### src/hdl/rpc_pkg.sv
`default_nettype none

package rpc_pkg;

    localparam int PIXEL_W = 10;
    localparam int FRAME_W = 31;
    localparam int SUM_W = 32;
    localparam int WAVE_W = 16;
    localparam int HUE_W = 8;
    localparam int CHAN_W = 8;

    localparam int MOD_STAGES = SUM_W;
    localparam int HUE_STAGES = HUE_W;
    localparam int LATENCY = MOD_STAGES + HUE_STAGES + 3;

    localparam logic [WAVE_W-1:0] WAVE_RESET = 16'd32;
    localparam logic [WAVE_W-1:0] WAVE_MIN = 16'd1;

    localparam logic [CHAN_W-1:0] SEG_ONE = 8'd85;
    localparam logic [CHAN_W-1:0] SEG_TWO = 8'd170;
    localparam logic [CHAN_W-1:0] CHAN_MAX = 8'd255;

    typedef struct packed {
        logic [PIXEL_W-1:0] pixel_index;
        logic [FRAME_W-1:0] frame_index;
    } pixel_t;

    typedef struct packed {
        logic [CHAN_W-1:0] red;
        logic [CHAN_W-1:0] green;
        logic [CHAN_W-1:0] blue;
    } color_t;

endpackage

`default_nettype wire

### src/hdl/rainbow_pixel_color.sv
// Channel   | Direction | Handshake                 | Payload
// request   | in        | start, busy               | pixel (pixel_index, frame_index)
// result    | out       | color_valid strobe        | color (red, green, blue)
// config    | in        | cfg_valid, cfg_ready      | cfg_data (wavelength)
//
// A request is taken in every cycle; busy stays low and cfg_ready stays high.
// Each result passes, in order, through the input register, the 32-stage
// remainder pipeline, the scaling register, the 8-stage hue divider and the wheel register.
// Reset clears every valid bit and loads a wavelength of 32.
// The receiver takes each result in its single strobe cycle.
`default_nettype none

module rainbow_pixel_color (
    input  wire logic                           clk,
    input  wire logic                           rst_n,
    input  wire logic                           start,
    output logic                                busy,
    input  wire rpc_pkg::pixel_t                pixel,
    output logic                                color_valid,
    output rpc_pkg::color_t                     color,
    input  wire logic                           cfg_valid,
    output logic                                cfg_ready,
    input  wire logic [rpc_pkg::WAVE_W-1:0]     cfg_data
);

    localparam int SW = rpc_pkg::SUM_W;
    localparam int WW = rpc_pkg::WAVE_W;

    logic [WW-1:0] wave_reg;
    logic [WW-1:0] wave_next;
    logic          sum_valid_reg;
    logic [SW-1:0] sum_reg;
    logic [SW-1:0] sum_next;

    logic          pos_valid;
    logic [WW-1:0] pos;
    logic          hue_valid;
    logic [rpc_pkg::HUE_W-1:0] hue;

    assign busy = 1'b0;
    assign cfg_ready = 1'b1;

    assign wave_next = (cfg_data == '0) ? rpc_pkg::WAVE_MIN : cfg_data;
    assign sum_next = {{(SW - rpc_pkg::PIXEL_W){1'b0}}, pixel.pixel_index}
                    + {{(SW - rpc_pkg::FRAME_W){1'b0}}, pixel.frame_index};

    always_ff @(posedge clk or negedge rst_n)
    begin
        if (!rst_n)
        begin
            wave_reg <= rpc_pkg::WAVE_RESET;
            sum_valid_reg <= 1'b0;
        end
        else
        begin
            if (cfg_valid && cfg_ready)
            begin
                wave_reg <= wave_next;
            end
            sum_valid_reg <= start && !busy;
        end
    end

    always_ff @(posedge clk)
    begin
        sum_reg <= sum_next;
    end

    rpc_mod_pipe u_mod (
        .clk        (clk),
        .rst_n      (rst_n),
        .in_valid   (sum_valid_reg),
        .in_sum     (sum_reg),
        .wavelength (wave_reg),
        .out_valid  (pos_valid),
        .out_pos    (pos)
    );

    rpc_hue_pipe u_hue (
        .clk        (clk),
        .rst_n      (rst_n),
        .in_valid   (pos_valid),
        .in_pos     (pos),
        .wavelength (wave_reg),
        .out_valid  (hue_valid),
        .out_hue    (hue)
    );

    rpc_wheel u_wheel (
        .clk       (clk),
        .rst_n     (rst_n),
        .in_valid  (hue_valid),
        .in_hue    (hue),
        .out_valid (color_valid),
        .out_color (color)
    );

endmodule

`default_nettype wire

### src/hdl/rpc_mod_pipe.sv
`default_nettype none

module rpc_mod_pipe (
    input  wire logic                           clk,
    input  wire logic                           rst_n,
    input  wire logic                           in_valid,
    input  wire logic [rpc_pkg::SUM_W-1:0]      in_sum,
    input  wire logic [rpc_pkg::WAVE_W-1:0]     wavelength,
    output logic                                out_valid,
    output logic [rpc_pkg::WAVE_W-1:0]          out_pos
);

    localparam int N = rpc_pkg::MOD_STAGES;
    localparam int SW = rpc_pkg::SUM_W;
    localparam int WW = rpc_pkg::WAVE_W;

    logic          valid_reg [N];
    logic [WW-1:0] rem_reg   [N];
    logic [SW-1:0] dvd_reg   [N];

    logic          valid_next [N];
    logic [WW-1:0] rem_next   [N];
    logic [SW-1:0] dvd_next   [N];

    // One restoring step per stage: bring in the next dividend bit and
    // subtract the wavelength when the partial remainder reaches it.
    always_comb
    begin
        logic [WW-1:0] rem_src;
        logic [SW-1:0] dvd_src;
        logic [WW:0]   trial;
        logic [WW:0]   diff;
        for (int k = 0; k < N; k++)
        begin
            if (k == 0)
            begin
                valid_next[k] = in_valid;
                rem_src = '0;
                dvd_src = in_sum;
            end
            else
            begin
                valid_next[k] = valid_reg[k-1];
                rem_src = rem_reg[k-1];
                dvd_src = dvd_reg[k-1];
            end
            trial = {rem_src, dvd_src[SW-1]};
            diff = trial - {1'b0, wavelength};
            if (trial >= {1'b0, wavelength})
            begin
                rem_next[k] = diff[WW-1:0];
            end
            else
            begin
                rem_next[k] = trial[WW-1:0];
            end
            dvd_next[k] = {dvd_src[SW-2:0], 1'b0};
        end
    end

    always_ff @(posedge clk or negedge rst_n)
    begin
        if (!rst_n)
        begin
            for (int k = 0; k < N; k++)
            begin
                valid_reg[k] <= 1'b0;
            end
        end
        else
        begin
            for (int k = 0; k < N; k++)
            begin
                valid_reg[k] <= valid_next[k];
            end
        end
    end

    always_ff @(posedge clk)
    begin
        for (int k = 0; k < N; k++)
        begin
            rem_reg[k] <= rem_next[k];
            dvd_reg[k] <= dvd_next[k];
        end
    end

    assign out_valid = valid_reg[N-1];
    assign out_pos = rem_reg[N-1];

endmodule

`default_nettype wire

### src/hdl/rpc_hue_pipe.sv
`default_nettype none

module rpc_hue_pipe (
    input  wire logic                           clk,
    input  wire logic                           rst_n,
    input  wire logic                           in_valid,
    input  wire logic [rpc_pkg::WAVE_W-1:0]     in_pos,
    input  wire logic [rpc_pkg::WAVE_W-1:0]     wavelength,
    output logic                                out_valid,
    output logic [rpc_pkg::HUE_W-1:0]           out_hue
);

    localparam int N = rpc_pkg::HUE_STAGES;
    localparam int WW = rpc_pkg::WAVE_W;
    localparam int HW = rpc_pkg::HUE_W;
    localparam int PW = WW + HW;

    logic          scale_valid_reg;
    logic [PW-1:0] scale_reg;
    logic [PW-1:0] scale_next;

    logic          valid_reg [N];
    logic [WW-1:0] rem_reg   [N];
    logic [HW-1:0] quo_reg   [N];

    logic          valid_next [N];
    logic [WW-1:0] rem_next   [N];
    logic [HW-1:0] quo_next   [N];

    // Position times 255, formed as a shift and a subtract.
    assign scale_next = {in_pos, {HW{1'b0}}} - {{HW{1'b0}}, in_pos};

    // The product is below 256 times the wavelength, so its upper part is
    // already a valid partial remainder and the quotient fits in eight bits.
    // Quotient bits shift in at the bottom as dividend bits leave the top.
    always_comb
    begin
        logic [WW-1:0] rem_src;
        logic [HW-1:0] quo_src;
        logic [WW:0]   trial;
        logic [WW:0]   diff;
        logic          ge;
        for (int k = 0; k < N; k++)
        begin
            if (k == 0)
            begin
                valid_next[k] = scale_valid_reg;
                rem_src = scale_reg[PW-1:HW];
                quo_src = scale_reg[HW-1:0];
            end
            else
            begin
                valid_next[k] = valid_reg[k-1];
                rem_src = rem_reg[k-1];
                quo_src = quo_reg[k-1];
            end
            trial = {rem_src, quo_src[HW-1]};
            diff = trial - {1'b0, wavelength};
            ge = (trial >= {1'b0, wavelength});
            if (ge)
            begin
                rem_next[k] = diff[WW-1:0];
            end
            else
            begin
                rem_next[k] = trial[WW-1:0];
            end
            quo_next[k] = {quo_src[HW-2:0], ge};
        end
    end

    always_ff @(posedge clk or negedge rst_n)
    begin
        if (!rst_n)
        begin
            scale_valid_reg <= 1'b0;
            for (int k = 0; k < N; k++)
            begin
                valid_reg[k] <= 1'b0;
            end
        end
        else
        begin
            scale_valid_reg <= in_valid;
            for (int k = 0; k < N; k++)
            begin
                valid_reg[k] <= valid_next[k];
            end
        end
    end

    always_ff @(posedge clk)
    begin
        scale_reg <= scale_next;
        for (int k = 0; k < N; k++)
        begin
            rem_reg[k] <= rem_next[k];
            quo_reg[k] <= quo_next[k];
        end
    end

    assign out_valid = valid_reg[N-1];
    assign out_hue = quo_reg[N-1];

endmodule

`default_nettype wire

### src/hdl/rpc_wheel.sv
`default_nettype none

module rpc_wheel (
    input  wire logic                           clk,
    input  wire logic                           rst_n,
    input  wire logic                           in_valid,
    input  wire logic [rpc_pkg::HUE_W-1:0]      in_hue,
    output logic                                out_valid,
    output rpc_pkg::color_t                     out_color
);

    localparam int CW = rpc_pkg::CHAN_W;

    logic            valid_reg;
    rpc_pkg::color_t color_reg;
    rpc_pkg::color_t color_next;

    logic [CW-1:0] wheel_pos;
    logic [CW-1:0] offset;
    logic [CW-1:0] ramp;

    assign wheel_pos = ~in_hue;

    always_comb
    begin
        if (wheel_pos < rpc_pkg::SEG_ONE)
        begin
            offset = wheel_pos;
        end
        else if (wheel_pos < rpc_pkg::SEG_TWO)
        begin
            offset = wheel_pos - rpc_pkg::SEG_ONE;
        end
        else
        begin
            offset = wheel_pos - rpc_pkg::SEG_TWO;
        end
        ramp = {offset[CW-2:0], 1'b0} + offset;

        if (wheel_pos < rpc_pkg::SEG_ONE)
        begin
            color_next.red = rpc_pkg::CHAN_MAX - ramp;
            color_next.green = '0;
            color_next.blue = ramp;
        end
        else if (wheel_pos < rpc_pkg::SEG_TWO)
        begin
            color_next.red = '0;
            color_next.green = ramp;
            color_next.blue = rpc_pkg::CHAN_MAX - ramp;
        end
        else
        begin
            color_next.red = ramp;
            color_next.green = rpc_pkg::CHAN_MAX - ramp;
            color_next.blue = '0;
        end
    end

    always_ff @(posedge clk or negedge rst_n)
    begin
        if (!rst_n)
        begin
            valid_reg <= 1'b0;
        end
        else
        begin
            valid_reg <= in_valid;
        end
    end

    always_ff @(posedge clk)
    begin
        color_reg <= color_next;
    end

    assign out_valid = valid_reg;
    assign out_color = color_reg;

endmodule

`default_nettype wire

### config.mk
export PLATFORM = sky130hd
export DESIGN_NAME = rainbow_pixel_color
export DESIGN_NICKNAME = d
export VERILOG_FILES = /design/src/hdl/rpc_pkg.sv /design/src/hdl/rainbow_pixel_color.sv /design/src/hdl/rpc_mod_pipe.sv /design/src/hdl/rpc_hue_pipe.sv /design/src/hdl/rpc_wheel.sv
export SDC_FILE = /design/constraint.sdc
export NUM_CORES = 2
export LEC_CHECK = 0
export BUFFER_PORTS_ARGS = -buffer_cell sky130_fd_sc_hd__buf_2
export CAP_MARGIN = 20
export CORE_AREA = 2 2 327 329
export DETAILED_ROUTE_END_ITERATION = 16
export DIE_AREA = 0 0 329 331
export PLACE_DENSITY = 0.82
export SYNTH_ARGS = -nofsm -noshare
export SYNTH_HDL_FRONTEND = slang
export SYNTH_SLANG_ARGS = --single-unit
### constraint.sdc
create_clock -name clk -period 6.3 [get_ports clk]
set_input_delay 0.315 -clock clk [delete_from_list [all_inputs] [get_ports clk]]
set_output_delay 0.315 -clock clk [all_outputs]
set_load 0.005 [all_outputs]
# Word level (Yosys, flattened, before mapping)
# Memories as Yosys holds them, arrays and structs flattened.
# Cells that the tools add are included.
# op_classes
mux,45
reduce_logical,1
n_bitwise,1
addsub,46
n_lt_le_gt_ge,42
# ops
op,count
greater-or-equal comparator 17 x 16 -> 1 bit,39
two-way mux 16 bit,41
subtractor 16 bit,39
two-way mux 24 bit,2
adder 10 x 31 -> 32 bit,1
subtractor 24 x 16 -> 24 bit,1
greater-or-equal comparator 1 x 16 -> 1 bit,1
logical NOT 16 bit,1
two-way mux 8 bit,2
subtractor 1 x 16 -> 16 bit,1
adder 8 bit,1
"less-than comparator 8 x 7 -> 1 bit, second input constant",1
"less-than comparator 8 bit, second input constant",1
NOT 8 bit,1
"subtractor 8 x 7 -> 8 bit, second input constant",1
"subtractor 8 bit, first input constant",1
"subtractor 8 bit, second input constant",1
# totals
output_inout_bits,27
memories,4
ram_bits,1696
regBits,139
wordCells,188
inputBits,61
# memory_table
memory,depth,word_bits,read_ports,rd_ports_with_merged_regs,write_ports,line,rtl
u_mod.dvd_reg,32,31,31,0,32,rpc_mod_pipe.sv:19,logic [SW-1:0] dvd_reg [N];
u_mod.rem_reg,32,16,32,0,32,rpc_mod_pipe.sv:18,logic [WW-1:0] rem_reg [N];
u_hue.rem_reg,8,16,7,0,8,rpc_hue_pipe.sv:23,logic [WW-1:0] rem_reg [N];
u_hue.quo_reg,8,8,8,0,8,rpc_hue_pipe.sv:24,logic [HW-1:0] quo_reg [N];

# Logic depth before layout (Yosys ltp)
# An unclocked memory read counts as a cell.
# depth
depth_word,9
depth_mapped,19
mapped_depth_nobuf,19

# Cells and area by module
# From an unflattened synthesis, not the netlist that was laid out.
# hier_totals
hier_cells,6425
area_unflattened_um2,65410.2
# by_module_without_submodules
module,seq_area_each_um2,cells_per_inst,n_inst,area_per_inst_um2
rpc_mod_pipe,20980.1,4804,1,49919.1
rpc_hue_pipe,4229.1,1231,1,11656.2
rainbow_pixel_color,1067.3,212,1,2264.7
rpc_wheel,505.5,178,1,1570.3

# Least setup slack after synthesis
# No wires, ideal clock.
# synth_timing
path_kind,register to register
start,reg wave_reg[1]
end,mem u_mod.rem_reg[1][10] in the netlist's numbering
n_path_buf,2
period_less_slack_ps,5148
setup_ps,121
t_required_ps,6179
slack_ps,1152
path_stages_with_launch,13
arrival_ps,5027
path_cell_list,dfrtp_1 > clkbuf_1 > inv_1 > ha_1 > nor2b_1 > o21a_1 > o21ai_0 > a21oi_1 > a22oi_1 > o21ai_0 > nor2_1 > buf_2 > mux2_2
# synth_lines
element,line,rtl
from (decl),rainbow_pixel_color.sv:29,logic [WW-1:0] wave_reg;
from (signal assigned),rainbow_pixel_color.sv:51,wave_reg <= rpc_pkg::WAVE_RESET;
from (signal assigned),rainbow_pixel_color.sv:58,wave_reg <= wave_next;
to (decl),rpc_mod_pipe.sv:18,

==> metrics <==
CTS buffer count 137; Via Count 49.7k; biggest area consumer among synthesized cells dfxtp_1; DRC viols 0; largest net degree at the start of global routing 60; largest cells by area after synthesis dfxtp_1 (40%), ha_1 (13%), a21oi_1 (4.5%), o21ai_0 (4.5%), xnor2_1 (3.2%); Cells after Synth 6,576; Seq/Total Area, Yosys 42.7%; EDFF count, synth 0; max cap viols 0; Mapped Nets 7,345; cell-by-cell trace of the critical path inv_2, buf_4, ha_1, o21a_1, o31a_1, o31a_1, o21bai_1, o21ai_1, a221oi_2, buf_4, mux2_2; Primary FF master, synth dfxtp_1; H-tree levels 4; Worst Hold Class input pin to register; Crit. Startpoint wave_reg[3]; power per cell area 607 nW/µm²; WP data required 6.93 ns; clk buf depth 3; Yosys cell types 77; dominant cell by count in the synthesized netlist dfxtp_1; Die X 329 µm; P_leak 0.0306 µW; Inst Count DP 8,008; Fmax achieved 236 MHz; RSZ-0062 raised after global routing no; FFs w/ async S/R, synth 4.46%; row count 119; setup bufs post-CTS 0; Seq cells post-synth 1,323; Synth Area per Inst 9.53 µm²; # hold bufs at CTS 73; Crit-path slowest cell inv_2; number of global-route vias before repair 48.4k; Final Slew Violations 0; Post-Syn Area 62,700 µm²; clk sinks 1,323; first-pass GRT wire length 240,000 µm; First-pass DRT Iterations 6; register-to-register setup slack 2.07 ns; worst hold margin 0.0639 ns; Synth top cells by count dfxtp_1 (1,264), ha_1 (668), a21oi_1 (567), o21ai_0 (567), nand2_1 (499); drt total wl 149,000 µm; Largest register FFs 512; Core Box Area 105,000 µm²; Top-Level Pins 88; Global Route Usage Sum 26.9%; Fin. Hold Viols 0; setup violators final 0; Via density 5.96; Clock Pin Slew Worst Setup and Hold Paths 0.06 ns; skew final 0.0513 ns; clk_lat worst skew 0.77 ns; initial antenna violation count 2; top cell type's share of synthesized area 40.4%; Area growth syn-to-layout 12.4%; Ys Warns 0; hold path startpoint cfg_valid; share of cells above drive strength 1 8.29%; Final min period 4.23 ns; Non-Filler Instances 8,334; PostCTS Resize Cnt 0; nets 7,599; setup_tns 0 ns; part of the cycle the worst path needs 67.2%; Remaining Overflow, GRT 0; CP Launch Type register; Worst Tran Pin Value 1.02 ns; Placer Congestion 0.929; Starting DRT DRC Count 3,792; status finished, final reports clean; Die Y 331 µm; drt wl/cell 17.8 µm; port bufs 85; Crit Path Class register to register; Worst slew margin 31.9%; Worst Setup End Kind register; critical path peak fanout 25; hpwl dp 102,000 µm; max incr delay on CP 0.68 ns; DIE AREA 109,000 µm²; root buffer cell clkbuf_16; Worst R2R Start wave_reg[3]; Max IR drop VDD 0.000355 V; crit path DAT 4.87 ns; Initial Util 59.7%; DRT antenna net count 0; CTS tree yes
==> power breakdown <==
group | switching, µW | total (µW) | internal (µW)
logic | 11900 | 21400 | 9460
registers | 1630 | 13000 | 11400
clock network | 3500 | 8350 | 4850
total | 17100 | 42800 | 25700
==> through the flow <==
| step | cell area, µm² | util [%] | power, µW | setup WS [ns] |
|---|---|---|---|---|
| 4_1_cts | 70400 | 67.1 | 42600 | 2.11 |
| 3_3_place_gp | 64900 | 61.8 | 33100 | 2.26 |
| 3_5_place_dp | 64900 | 61.8 | 33800 | 2.17 |
| 6_report | 70400 | 67.1 | 42800 | 2.07 |
| 5_1_grt | 70400 | 67.1 | 46000 | 1.84 |
| 2_1_floorplan | 62700 | - | 29300 | 1.15 |
==> cell usage in the layout (no fill, tap or decap), types with 90 or more instances in the layout <==
cell and instances:
nor3_1 90, xnor2_1 228, ha_1 668, nor2b_1 117
nor2_1 485, a21oi_1 567, mux2_2 153, nand3_1 112
nand2_1 499, dfxtp_1 1264, o21ai_0 565, clkbuf_16 137
inv_1 223, a21o_1 132, nand2b_1 91, xor2_1 206
o21a_1 102
==> logic make-up (layout without fill, tap and decap cells) <==
group	after synthesis	in the layout	synth area share [%]
adder cells (fa/ha/maj)	708	708	14.6
AND/OR/NAND/NOR	1681	1681	12.7
multiplexers	179	179	3.17
AO/OA/AOI/OAI	1902	1902	18.5
flip-flops	1323	1323	42.7
other	2	5	0.0120
XOR/XNOR	434	434	6.07
buffers and inverters	347	711	2.15
==> per-layer routing <==
| metal | up-vias | share of wire (%) | global-route usage (%) |
|---|---|---|---|
| li1 | 24300 | - | - |
| met1 | 23300 | 42 | 32.8 |
| met2 | 1678 | 48 | 46.8 |
| met3 | 439 | 6.0 | 4.09 |
| met4 | 0 | 4.3 | 12.6 |
| met5 | - | 0 | 0 |
==> worst paths after layout <==
check	end	cells past startpoint
max	u_mod.rem_reg[0][195]	11
min	wave_reg[8]	3
max reg2reg	u_mod.rem_reg[0][195]	11
min reg2reg	u_hue.quo_reg[1][2]	0
max in group asynchronous	wave_reg[1]	3
min in group asynchronous	u_mod.valid_next[27]	3
==> final cells by class <==
type,instances,area [µm²]
antenna,3,7.51
clock buffer,189,3830
clock inverter,60,956
fill,7869,34500
inverter,239,897
multi-input combinational,4906,34600
sequential,1323,26800
tap,1391,1740
timing repair buffer,223,1660
==> critical path: cells and delay by family, from the launching register on <==
kind            cells  cell delay (ns)
compound gates      6             1.60
fa+ha+maj           1             0.32
buf+inv             3             1.41
flops               1             0.39
mux                 1             0.36
No activity file was read; power rests on OpenSTA's default activity.
